===== src/rtl/hmbs_ram.sv =====
module hmbs_ram #(
  parameter int WIDTH = 8,
  parameter int DEPTH = 256
) (
  input  logic                     clk,
  input  logic                     en,
  input  logic                     we,
  input  logic [$clog2(DEPTH)-1:0] addr,
  input  logic [WIDTH-1:0]         wdata,
  output logic [WIDTH-1:0]         rdata
);

  logic [WIDTH-1:0] mem [DEPTH];

  // single port, registered read, read data holds when idle
  always_ff @(posedge clk) begin
    if (en) begin
      if (we) begin
        mem[addr] <= wdata;
      end else begin
        rdata <= mem[addr];
      end
    end
  end

endmodule


===== config.mk =====
export PLATFORM = sky130hd
export DESIGN_NAME = hmbs_ram
export DESIGN_NICKNAME = d
export VERILOG_FILES = /design/src/rtl/hmbs_ram.sv
export SDC_FILE = /design/constraint.sdc
export NUM_CORES = 2
export LEC_CHECK = 0
export BUFFER_PORTS_ARGS = -buffer_cell sky130_fd_sc_hd__buf_2
export CORE_AREA = 4 4 367 369
export CTS_CLUSTER_DIAMETER = 150
export DETAILED_ROUTE_END_ITERATION = 16
export DIE_AREA = 0 0 371 373
export HOLD_SLACK_MARGIN = 0.12
export MAX_ROUTING_LAYER = met4
export PLACE_DENSITY = 0.73
export SYNTH_ARGS = -nofsm -noshare
export SYNTH_HDL_FRONTEND = slang
export SYNTH_SLANG_ARGS = --single-unit

===== constraint.sdc =====
create_clock -name clk -period 5.2 [get_ports clk]
set_input_delay 0.78 -clock clk [delete_from_list [all_inputs] [get_ports clk]]
set_output_delay 0.78 -clock clk [all_outputs]
set_load 0.05 [all_outputs]

After elaboration in Yosys (flattened, before gate mapping)

Memory sizes are Yosys's and may differ from the RTL's. A register that Yosys moved wholly into a read port is not among the register bits.
Index checks and enable logic that the tools add are counted.

Memories: 1
Latch bits: 0
RAM bits: 2048
Input port bits: 19
Logic and storage cells: 6
Flip-flop bits (word level): 0
Memory bits (read-only): 0

Order comparisons: 0
Mux-type cells: 3
Equal/unequal tests: 0
Divide/modulo/power cells: 0
Shift-type cells: 0
$add $sub $neg: 0
Bitwise logic cells: 1
Reductions and logical operators: 1
$mul: 0

Memories:

| name | words | width | rd ports | clocked after memory_dff | wr ports | line | source |
|---|---|---|---|---|---|---|---|
| mem  | 256   | 8     | 1        | 1                        | 1        | 13   | `logic [WIDTH-1:0] mem [DEPTH];` |

Operators by type and width:

| cell                | number |
|---|---|
| 1-bit two-way mux   | 3 |
| 2-bit AND reduction | 1 |
| 1-bit NOT           | 1 |

Longest topological paths before layout

Depth in word-level cells: 3
Gate-level depth with buffers: 9
Gate-level depth less buffers: 5

Worst setup path after synthesis

OpenSTA, ideal clock, no wires.

Kind: input port to flip-flop
Start: input addr[0]
End: memory mem[117][0] (enable)
Required time: 4830 ps
Path slack: 2125 ps
Data arrival time: 2705 ps
Buffers on the path: 5
Stages: 8
Cell sequence: buf_2 > buf_6 > buf_2 > buf_2 > nor3b_1 > nand2_1 > clkbuf_1 > nor2_1

RTL lines:

| item            | line | source |
|---|---|---|
| start, declared | 8    | `input logic [$clog2(DEPTH)-1:0] addr,` |
| end, declared   | 13   |  |

Straight into the memory's write port.

==> run summary <==
Syn Nets - 3,545
floorplan core area - 131,000 µm²
top cell type's share of synthesized area - 78.8%
Max Slew Vio Count - 0
die area - 138,000 µm²
CP Launch Type - input port
Crit Path Class - input port to flip-flop
Synth Area per Inst - 22.2 µm²
synth warn - 0
ys async rst share - 0%
Layout area overhead - 11.6%
share of cells above drive strength 1 - 25.4%
Die Span X - 371 µm
global-route wire length before repair - 275 mm
Inst Count DP - 5,214
PwrDens - 384 nW/µm²
initial antenna violation count - 8
Resize count post-CTS - 0
Peak VDD IR - 0.000310 V
met2 Usage GRT - 42.5%
Die Span Y - 373 µm
max cap viols - 0
Max Buffers Root-to-Sink - 3
gpl congestion - 0.867
final WL - 186 mm
Netlist cell types - 21
First DRT Iteration DRCs - 5,649
Max Freq - 248 MHz
root buf cell - clkbuf_16
vias post-DR - 38,100
most frequent cells after synthesis - edfxtp_1 (2,056), mux4_2 (512), nor2_1 (259)
hold_buf cts - 0
Detailed Place HPWL - 108 mm
final hold vios - 0
Final #Nets - 3,676
Setup Buffers After CTS - 0
Setup WS pre-CTS - 0.375 ns
top post-synthesis cells by area - edfxtp_1 (79%), mux4_2 (15%), a22oi_1 (2.5%), nor2_1 (1.2%), a21oi_1 (0.82%)
status - complete, no violations
setup ws final - 1.16 ns
final instance count without filler cells - 5,589
grt met3 use - 6.21%
register area share after synthesis - 78.8%
Slew headroom - 5.27%
vias in the first global route - 38,800
cell row count - 133
period utilization - 77.6%
clock period minus final worst setup slack - 4.04 ns
Synth area leader - edfxtp_1
register bit total from synthesis - 2,056
CTS tree - yes
busiest grt layer - met2
CP max FO - 63
CTS Sinks - 2,056
Tot GR Track Use - 28.4%
post-synthesis cell area - 78,400 µm²
Post-route DRC - 0
Hold Path Class - input port to flip-flop
met1 usage - 39.9%
Primary FF master, synth - edfxtp_1
Final setup viols - 0
largest net degree at the start of global routing - 157
Slew @ Worst Pin - 1.40 ns
Reg clk slew, reported paths - 0.06 ns
critical path arrival - 4.56 ns
total grt overflow - 0
Routed WL per cell - 33.3 µm
Gate Count Post-Synth - 3,526
Hold WS - 0.485 ns
I/O Pins - 27
Post-synth EDFFs - 2,056
Initial Util - 59.8%
RSZ-0062 raised after global routing - false
Crit. End Element - flip-flop
Layout Skew - 0.0308 ns
DR vias/cell - 6.82
worst skew pair latency - 0.83 ns
worst path required time - 5.72 ns
top-count cell post-synth - edfxtp_1
Final ANT Viol Nets - 0
setup_tns - 0 ns
1st-pass router iterations - 5
IO buf count - 26
CTS Buf Count - 195
Lkg Pwr - 0.0266 µW
CTS H-tree depth - 4
-- flip-flops by register name, indices dropped and copies added, names as in the netlist --
register	flops
mem	2048
rdata	8
-- layout by cell type (no fill, tap or decap), types with 5 or more instances in the layout --
cell / n
clkinv_8: 6
nand4_1: 8
clkbuf_16: 196
buf_12: 27
buf_4: 104
buf_2: 17
clkinvlp_4: 5
mux4_2: 512
diode_2: 9
nor2_1: 258
nor2b_1: 5
clkinv_2: 55
a21oi_1: 128
a22oi_1: 256
edfxtp_1: 2056
o41ai_1: 28
clkbuf_1: 29
bufinv_16: 17
inv_6: 5
nand2_1: 30
clkbuf_8: 8
clkinv_1: 45
-- cell type report --
class	instances	area, µm²
diodes	9	22.5
repair buffers	159	1560
well taps	1755	2200
clock inverters	140	1270
multi-input cells	1245	15700
clock buffers	225	5010
fillers	8105	43600
flip-flops and latches	2056	61700
-- logic make-up after synthesis --
logic type	Yosys count	synth area share [%]
compound gates	416	3.63
flops	2056	78.8
buf+inv	225	1.28
simple gates	317	1.61
mux	512	14.7
-- final timing paths --
path                from       end  slack [ns]  cells after the start
min reg2reg  mem[242][0]  rdata[0]        1.08                      5
max              addr[0]  rdata[5]        1.16                      8
max reg2reg   mem[47][5]  rdata[5]        1.90                      6
min                   we  rdata[6]        0.48                      2
-- worst max-delay path, cell delays in order --
cell and delay (ns):
buf_8 0.52, buf_4 0.39, mux4_2 0.57, a22oi_1 0.31, a21oi_1 0.21, o41ai_1 1.20
buf_4 0.29, nand4_1 0.09
-- metrics by stage --
| step | utilization (%) | instance area [µm²] | power (µW) |
|---|---|---|---|
| global route | 66.7 | 87500 | 34600 |
| CTS | 66.7 | 87500 | 33800 |
| global placement | 61.9 | 81100 | 20000 |
| detailed placement | 61.9 | 81200 | 20100 |
| floorplan | - | 78400 | 19400 |
| finish | 66.7 | 87500 | 33600 |
-- routing by layer --
metal | vias to the layer above | share of wire, %
li1 | 15300 | -
met1 | 20100 | 37
met2 | 2394 | 49
met3 | 351 | 11
met4 | 0 | 3.3
met5 | - | 0
-- power breakdown --
group | leakage [µW] | total, µW | switching, µW | internal (µW)
clock | 0.00310 | 13900 | 6060 | 7790
combinational | 0.00503 | 1480 | 958 | 520
sequential | 0.0185 | 18300 | 11.7 | 18300
total | 0.0266 | 33600 | 7030 | 26600
Power figures use the tool's default switching activity.
