## src/rtl/hmbs_pkg.sv

```systemverilog
package hmbs_pkg;

  // map geometry limits
  localparam int MAX_WIDTH   = 256;
  localparam int MAX_HEIGHT  = 256;
  localparam int STORE_DEPTH = MAX_WIDTH * MAX_HEIGHT;
  localparam int ADDR_W      = $clog2(STORE_DEPTH);

  // field widths
  localparam int SIZE_W   = 9;
  localparam int COORD_W  = 8;
  localparam int FRAC_W   = 8;
  localparam int QUERY_W  = COORD_W + FRAC_W;
  localparam int INDEX_W  = 16;
  localparam int SAMPLE_W = 8;
  localparam int HEIGHT_W = 15;
  localparam int WEIGHT_W = FRAC_W + 1;
  localparam int ROW_W    = COORD_W + SIZE_W;

  // blend and scaling widths
  localparam int COL_W    = 16;
  localparam int BLEND_W  = 24;
  localparam int SCALE    = 100;
  localparam int SCALE_W  = 7;
  localparam int SCALED_W = 23;
  localparam int RECIP_W  = 24;
  localparam int RECIP_SH = 31;

  // reciprocal of 255, exact for every scaled value below 2^23
  localparam logic [RECIP_W-1:0] RECIP_255 = 24'd8421505;

  localparam logic [HEIGHT_W-1:0] HEIGHT_MAX = 15'd25600;

  // configuration register indexes
  localparam int CFG_IDX_W = 2;
  localparam logic [CFG_IDX_W-1:0] REG_MAP_WIDTH  = 2'd0;
  localparam logic [CFG_IDX_W-1:0] REG_MAP_HEIGHT = 2'd1;

  // input modes
  localparam logic MODE_LOAD  = 1'b0;
  localparam logic MODE_QUERY = 1'b1;

  typedef struct packed {
    logic [COORD_W-1:0] i0;
    logic [COORD_W-1:0] i1;
    logic [FRAC_W-1:0]  f;
  } coord_t;

  // four corner samples and weights handed to the blend pipeline
  typedef struct packed {
    logic                valid;
    logic [SAMPLE_W-1:0] s00;
    logic [SAMPLE_W-1:0] s10;
    logic [SAMPLE_W-1:0] s01;
    logic [SAMPLE_W-1:0] s11;
    logic [FRAC_W-1:0]   fx;
    logic [FRAC_W-1:0]   fz;
  } taps_t;

  // effective map size: zero acts as one, clipped to the maximum
  function automatic logic [SIZE_W-1:0] eff_size(input logic [SIZE_W-1:0] r, input int maxv);
    logic [SIZE_W-1:0] v;
    v = r;
    if (r == '0) begin
      v = SIZE_W'(1);
    end else if (int'(r) > maxv) begin
      v = SIZE_W'(maxv);
    end
    return v;
  endfunction

  // split an 8.8 coordinate, saturating past the last index
  function automatic coord_t split(input logic [QUERY_W-1:0] q, input logic [SIZE_W-1:0] last);
    coord_t c;
    logic [SIZE_W-1:0] nxt;
    c.i0 = q[QUERY_W-1:FRAC_W];
    c.f  = q[FRAC_W-1:0];
    if ({1'b0, c.i0} > last) begin
      c.i0 = last[COORD_W-1:0];
      c.f  = '0;
    end
    nxt = {1'b0, c.i0} + SIZE_W'(1);
    c.i1 = (nxt > last) ? last[COORD_W-1:0] : nxt[COORD_W-1:0];
    return c;
  endfunction

endpackage

```

## src/rtl/hmbs_if.sv

```systemverilog


interface hmbs_out_if;
  import hmbs_pkg::*;
  logic                valid;
  logic                ready;
  logic [HEIGHT_W-1:0] height;
  modport source (output valid, height, input ready);
  modport sink (input valid, height, output ready);
  modport monitor (input valid, ready, height);
endinterface


```

## src/rtl/hmbs_blend.sv

```systemverilog
module hmbs_blend
  import hmbs_pkg::*;
(
  input  logic              clk,
  input  logic              rst,
  input  taps_t             taps,
  output logic              ready,
  hmbs_out_if.source        result
);

  // column stage
  logic               d_valid;
  logic [COL_W-1:0]   d_col0;
  logic [COL_W-1:0]   d_col1;
  logic [FRAC_W-1:0]  d_fx;
  // row stage
  logic               e_valid;
  logic [BLEND_W-1:0] e_blend;
  // scaled by 100/256
  logic               f_valid;
  logic [SCALED_W-1:0] f_scaled;
  // output word
  logic               g_valid;
  logic [HEIGHT_W-1:0] g_height;

  logic d_free, e_free, f_free, g_free;

  logic [WEIGHT_W-1:0] wz0, wz1, wx0, wx1;
  logic [ROW_W-1:0]    col0_sum, col1_sum;
  logic [BLEND_W:0]    blend_sum;
  logic [SCALED_W+SCALE_W+FRAC_W-1:0] scaled_full;
  logic [SCALED_W+RECIP_W-1:0]        quot_full;

  // stall chain from the output word back to the input
  assign g_free = !g_valid || result.ready;
  assign f_free = !f_valid || g_free;
  assign e_free = !e_valid || f_free;
  assign d_free = !d_valid || e_free;
  assign ready  = d_free;

  // weights
  assign wz1 = {1'b0, taps.fz};
  assign wz0 = WEIGHT_W'(1 << FRAC_W) - wz1;
  assign wx1 = {1'b0, d_fx};
  assign wx0 = WEIGHT_W'(1 << FRAC_W) - wx1;

  // blend down each column
  assign col0_sum = ROW_W'(taps.s00 * wz0) + ROW_W'(taps.s01 * wz1);
  assign col1_sum = ROW_W'(taps.s10 * wz0) + ROW_W'(taps.s11 * wz1);

  // blend across the two columns
  assign blend_sum = (BLEND_W+1)'(d_col0 * wx0) + (BLEND_W+1)'(d_col1 * wx1);

  // scale by 100 and drop eight bits
  assign scaled_full = (SCALED_W+SCALE_W+FRAC_W)'(e_blend * SCALE_W'(SCALE));

  // divide by 255 through the reciprocal
  assign quot_full = (SCALED_W+RECIP_W)'(f_scaled * RECIP_255);

  // valid bits
  always_ff @(posedge clk) begin
    if (rst) begin
      d_valid <= 1'b0;
      e_valid <= 1'b0;
      f_valid <= 1'b0;
      g_valid <= 1'b0;
    end else begin
      if (d_free) d_valid <= taps.valid;
      if (e_free) e_valid <= d_valid;
      if (f_free) f_valid <= e_valid;
      if (g_free) g_valid <= f_valid;
    end
  end

  // payload
  always_ff @(posedge clk) begin
    if (d_free) begin
      d_col0 <= col0_sum[COL_W-1:0];
      d_col1 <= col1_sum[COL_W-1:0];
      d_fx   <= taps.fx;
    end
    if (e_free) begin
      e_blend <= blend_sum[BLEND_W-1:0];
    end
    if (f_free) begin
      f_scaled <= scaled_full[SCALED_W+FRAC_W-1:FRAC_W];
    end
    if (g_free) begin
      g_height <= quot_full[RECIP_SH+HEIGHT_W-1:RECIP_SH];
    end
  end

  assign result.valid  = g_valid;
  assign result.height = g_height;

endmodule

```

## src/flat_wrapper.sv

```systemverilog
// flat-port wrapper written by rule: the top's interface ports become plain ports
module hmbs_blend_flat import hmbs_pkg::*;
  (clk, rst, taps, ready, result_valid, result_height, result_ready);
  hmbs_out_if result_i ();
  input  logic clk;
  input  logic rst;
  input  taps_t taps;
  output logic ready;
  output wire logic [$bits(result_i.valid)-1:0] result_valid;
  output wire logic [$bits(result_i.height)-1:0] result_height;
  input wire logic [$bits(result_i.ready)-1:0] result_ready;
  assign result_valid = result_i.valid;
  assign result_height = result_i.height;
  assign result_i.ready = result_ready;
  hmbs_blend u_core (.clk(clk), .rst(rst), .taps(taps), .ready(ready), .result(result_i));
endmodule
```

## config.mk

```make
export PLATFORM = sky130hd
export DESIGN_NAME = hmbs_blend_flat
export DESIGN_NICKNAME = d
export VERILOG_FILES = /design/src/rtl/hmbs_pkg.sv /design/src/rtl/hmbs_if.sv /design/src/rtl/hmbs_blend.sv /design/src/flat_wrapper.sv
export SDC_FILE = /design/constraint.sdc
export NUM_CORES = 2
export LEC_CHECK = 0
export BUFFER_PORTS_ARGS = -buffer_cell sky130_fd_sc_hd__buf_2
export CAP_MARGIN = 20
export CORE_UTILIZATION = 55
export CTS_CLUSTER_SIZE = 8
export DETAILED_ROUTE_END_ITERATION = 7
export PLACE_DENSITY = 0.81
export SLEW_MARGIN = 40
export SYNTH_ARGS = -nofsm -noshare
export SYNTH_HDL_FRONTEND = slang
export SYNTH_SLANG_ARGS = --single-unit
export TNS_END_PERCENT = 1
```

## constraint.sdc

```tcl
create_clock -name clk -period 18.2 [get_ports clk]
set_input_delay 2.73 -clock clk [delete_from_list [all_inputs] [get_ports clk]]
set_output_delay 2.73 -clock clk [all_outputs]
set_load 0.005 [all_outputs]
```

# [Yosys cells after proc, flatten, opt, wreduce, memory -nomap -nowiden]
# Cells that the tools add are included.
[word_totals] n_memories=0 output_inout_bits=17 ramBits=0 word_cells=31 latchBits=0 reg_bits=106 rom_bits=0 in_bits=52
[op_classes] bitwise_logic=0 n_reduce_logical=8 shifts=0 n_mux=0 multipliers=8 magnitude_cmp=0 div=0 eq_ne=0 add_sub_neg=5
[op_table] op="$mul A23 B24 Y46 const B" count=1
[op_table] op="$add A16 B16 Y16" count=2
[op_table] op="$mul A8 B8 Y16" count=2
[op_table] op="$mul A8 B9 Y16" count=2
[op_table] op="$mul A24 B5 Y29 const B" count=1
[op_table] op="$add A24 B24 Y24" count=1
[op_table] op="$mul A16 B8 Y24" count=1
[op_table] op="$mul A16 B9 Y24" count=1
[op_table] op="$sub A9 B8 Y9 const A" count=2
[op_table] op="$logic_not A1 Y1" count=4
[op_table] op="$logic_or A1 B1 Y1" count=4

# [Longest topological paths before layout]
[logic_depth] depth_word=5 depth_mapped=28 mapped_depth_nobuf=26

# [Least setup slack after synthesis]
# OpenSTA, ideal clock, no wires.
[synth_path] path_type="input to register" startpoint="in taps[2] (netlist bit)" endpoint="reg u_core.d_col1[14] (data pin)" slack_ns=9.116 t_required_ns=17.943 setup_ns=0.257 path_buffers=2 arrival_ns=8.826 path_stages=23 path_cell_list="clkbuf_1 -> nor2_1 -> nand2_1 -> or3_1 -> xor2_1 -> clkbuf_1 -> nand2_1 -> fa_1 -> inv_1 -> fa_1 -> fa_1 -> fa_1 -> inv_1 -> fa_1 -> fa_1 -> inv_1 -> ha_1 -> and2_1 -> o311a_1 -> o21a_1 -> o21a_1 -> o41a_1 -> xor2_1"
[synth_via] elab_chain_cells=3 word_cells_on_any_way=4 cone_classes="add/sub: 2; mul: 2"
[synth_rtl] item="start, declared" line_no="flat_wrapper.sv:7" rtl="input taps_t taps;"
[synth_rtl] item="$sub A9 B8 Y9" line_no="hmbs_blend.sv:43" rtl="assign wz0 = WEIGHT_W'(1 << FRAC_W) - wz1;"
[synth_rtl] item="$mul A8 B9 Y16" line_no="hmbs_blend.sv:49" rtl="assign col1_sum = ROW_W'(taps.s10 * wz0) + ROW_W'(taps.s11 * wz1);"
[synth_rtl] item="$add A16 B16 Y16 (*)" line_no="hmbs_blend.sv:49"
[synth_rtl] item="net u_core.col1_sum[14]" line_no="hmbs_blend.sv:29" rtl="logic [ROW_W-1:0] col0_sum, col1_sum;"
[synth_rtl] item="end signal, assigned" line_no="hmbs_blend.sv:79" rtl="d_col1 <= col1_sum[COL_W-1:0];"
[synth_rtl] item="end, declared" line_no="hmbs_blend.sv:14" rtl="logic [COL_W-1:0] d_col1;"
# The timed path passes the listed nets; every way through them passes the cells marked *.
# A chain may end at the register's enable or synchronous reset.

# [Final worst setup path]
[layout_path] startpoint="in taps[0] (netlist bit)" endpoint="reg u_core.d_col0[14] (data pin)"
[layout_via] elab_chain_cells=3 word_cells_on_any_way=4 cone_classes="add/sub: 2; mul: 2"
[layout_rtl] item="$sub A9 B8 Y9" line_no="hmbs_blend.sv:43"
[layout_rtl] item="$mul A8 B9 Y16" line_no="hmbs_blend.sv:48" rtl="assign col0_sum = ROW_W'(taps.s00 * wz0) + ROW_W'(taps.s01 * wz1);"
[layout_rtl] item="$add A16 B16 Y16 (*)" line_no="hmbs_blend.sv:48"
[layout_rtl] item="net u_core.col0_sum[14]" line_no="hmbs_blend.sv:29"
[layout_rtl] item="end signal, assigned" line_no="hmbs_blend.sv:78" rtl="d_col0 <= col0_sum[COL_W-1:0];"
[layout_rtl] item="end, declared" line_no="hmbs_blend.sv:13" rtl="logic [COL_W-1:0] d_col0;"
# Marked as above.

==> results.md <==
- Status: finished, final reports clean
- Routing usage on met3: 2.398%
- Non-filler instance count after layout: 3361
- Worst-path clk slew: 0.09 ns
- Flops & latches, synth: 106
- Reg-to-reg slack, setup: 10.69 ns
- Sequential area share after synthesis: 12.16%
- Crit path kind: in -> reg
- Total grt overflow: 0
- Top cell family by delay on the critical path: adder cells
- Final ANT Viol Nets: 0
- WP data required: 18.33 ns
- Clock tree sinks: 106
- Slew Viols, Final: 0
- Largest net degree at the start of global routing: 42
- Slew of the pin with the lowest slew margin: 0.8120 ns
- Post-Syn Area per Cell: 9.488 µm²
- Synth Cell Area: 25840 µm²
- Final Critical Period: 9.362 ns
- Area of the die: 47860 µm²
- DRT Wirelength: 54390 µm
- RSZ-0062 raised after global routing: no
- CP Launch Point: taps[0]
- Worst Path Arrival: 9.49 ns
- Post-cts sizing count: 0
- Post-synth top cells: 718 x inv_1, 456 x fa_1, 401 x ha_1
- Layout area overhead: 5.049%
- Synth Instances: 2724
- Drt pass-1 iters: 5
- Syn_nets: 3633
- GPL Wtd Cong: 0.9215
- Vias in the first global route: 20.19k
- Post-synth top area cell: fa_1
- GRT busiest layer: met2
- Async S/R FF share, synth: 0%
- Most numerous cell in the Yosys netlist: inv_1
- Root Buffer: clkbuf_16
- Placed Instances: 3345
- Initial Util: 55.63%
- Worst slew margin: 45.87%
- Global-route wire length before repair: 93250 µm
- Max clock buf depth: 2
- CP max stage delay: 0.64 ns
- DIE HEIGHT: 218.8 µm
- Vias: 17.95k
- Final Hold Viols: 0
- Post-CTS setup buffers: 0
- Initial antenna violation count: 0
- CP max FO: 34
- Post-synth top area share: 35.32%
- Clk_lat worst skew: 0.38 ns
- Endpoint class of the critical path: flip-flop
- Number of buffers created by CTS: 9
- DR iter-0 viols: 921
- Die width: 218.8 µm
- Row count: 79
- MaxCap Viol Count: 0
- Commonest register cell after synthesis: edfxtp_1
- Share of cells above drive strength 1: 4.611%
- Hold_buf cts: 0
- Critical path buffers and inverters: 7
- Drc violations: 0
- Setup violators final: 0
- Port bufs: 68
- ANT cells: 0
- Max H-tree Level: 3
- Maximum achievable frequency: 106.8 MHz
- Final nets: 3658
- Hold_sp: u_core.e_valid
- Cell repeated most along the worst path: fa_1
- Final Skew: 0.01840 ns
- Startpoint Class: input port
- Tot GR Track Use: 24.20%
- Ys Warns: 0
- Wire per inst: 16.18 µm
- Total negative slack: 0 ns
- DR vias/cell: 5.340
- Synth cell types: 58
- Top post-synthesis cells by area: fa_1 35%, ha_1 19%, edfxtp_1 12%
- CP max-delay cell: xor2_1
- CTS tree: built
- Met2 Usage GRT: 45.72%
- Boundary Pins: 69
- Detailed placement HPWL: 46240 µm
- Number of flops mapped to enable cells by yosys: 102
- Met1 Use GR: 27.34%
- Core ar.: 46460 µm²
- Core Util, Final: 58.44%
- Reg2reg start: u_core.d_fx[2]
- Tcrit/Tclk final: 51.44%
- Hold Crit Class: reg -> reg
==> sequential cells by signal, summed over array words and instances (netlist names) <==
register              cells
u_core.e_blend           24
u_core.d_valid            1
u_core.f_scaled          23
u_core.d_fx               8
u_core.result.height     15
u_core.d_col1            16
u_core.f_valid            1
u_core.result.valid       1
u_core.e_valid            1
u_core.d_col0            16
==> cell type report <==
cell class	instances	area, µm²
clock inverter	7	75.07
fill	3876	19310
multi-input combinational	1830	19790
timing repair buffer	84	460.4
tap	607	759.5
clock buffer	9	225.2
sequential	106	3143
inverter	718	2695
==> metrics by stage <==
step	setup slack, ns	hold WS, ns	instance area (µm²)
floorplan	9.116	0.4286	25840
global placement	8.758	0.4361	26820
detailed placement	8.462	0.4558	26820
CTS	8.870	0.4807	27120
global route	8.520	0.5182	27150
finish	8.838	0.4819	27150
==> worst min-delay path, cell delays in order (launching register included) <==
cell and delay, ns:
dfxtp_1 0.34, a21oi_1 0.04, nor2_1 0.07
==> cell usage in the layout, fill, tap and decap left out, types with 2 or more instances in the layout <==
cell	synthesis	final
nor2_1	54	54
nand3_1	14	14
o21bai_1	4	4
a211oi_1	6	6
nand2_1	284	282
o41a_1	2	2
clkinvlp_4	0	2
dfxtp_1	4	4
xnor2_4	0	2
fa_1	456	456
o21ai_0	34	34
nor2b_1	5	5
inv_1	718	717
a31oi_1	2	2
nand4_1	4	4
or2_2	3	3
xor2_1	38	38
a21oi_1	49	49
clkbuf_16	0	9
and4_1	2	2
a21boi_0	2	2
inv_8	0	2
edfxtp_1	102	102
o21bai_2	2	2
nor3_1	23	22
buf_4	0	16
a21oi_2	2	2
a21o_1	25	25
a41oi_2	2	2
a41oi_1	2	2
xnor2_1	66	64
ha_1	401	401
or3_1	3	3
buf_2	0	68
clkinv_8	0	2
and2_1	299	299
nand2b_1	5	5
o21a_1	15	15
a41o_1	2	2
nand2_2	0	2
==> logic make-up (layout without fill, tap and decap cells) <==
group,count (synthesis),after routing,synth area share [%]
buffers and inverters,788,818,11.44
adder cells (fa/ha/maj),857,857,54.73
AO/OA/AOI/OAI,166,166,4.473
AND/OR/NAND/NOR,703,703,13.66
XOR/XNOR,104,104,3.524
flip-flops,106,106,12.16
==> final timing paths <==
path | endpoint | depth (start not counted)
setup / recovery | u_core.d_col0[14] | 25
hold reg to reg | u_core.f_valid | 2
setup reg to reg | u_core.e_blend[23] | 25
hold / removal | u_core.f_valid | 2
==> metal layers <==
layer,wire length [µm],part of all wire (%),up-vias
li1,-,-,8253
met1,20830,38,8971
met2,28730,53,545
met3,2625,4.8,178
met4,2206,4.1,0
met5,0,0,-
Power is left out: the tool's default activity adds up to more than one toggle a clock period on the data nets, which glitch-free logic cannot reach.
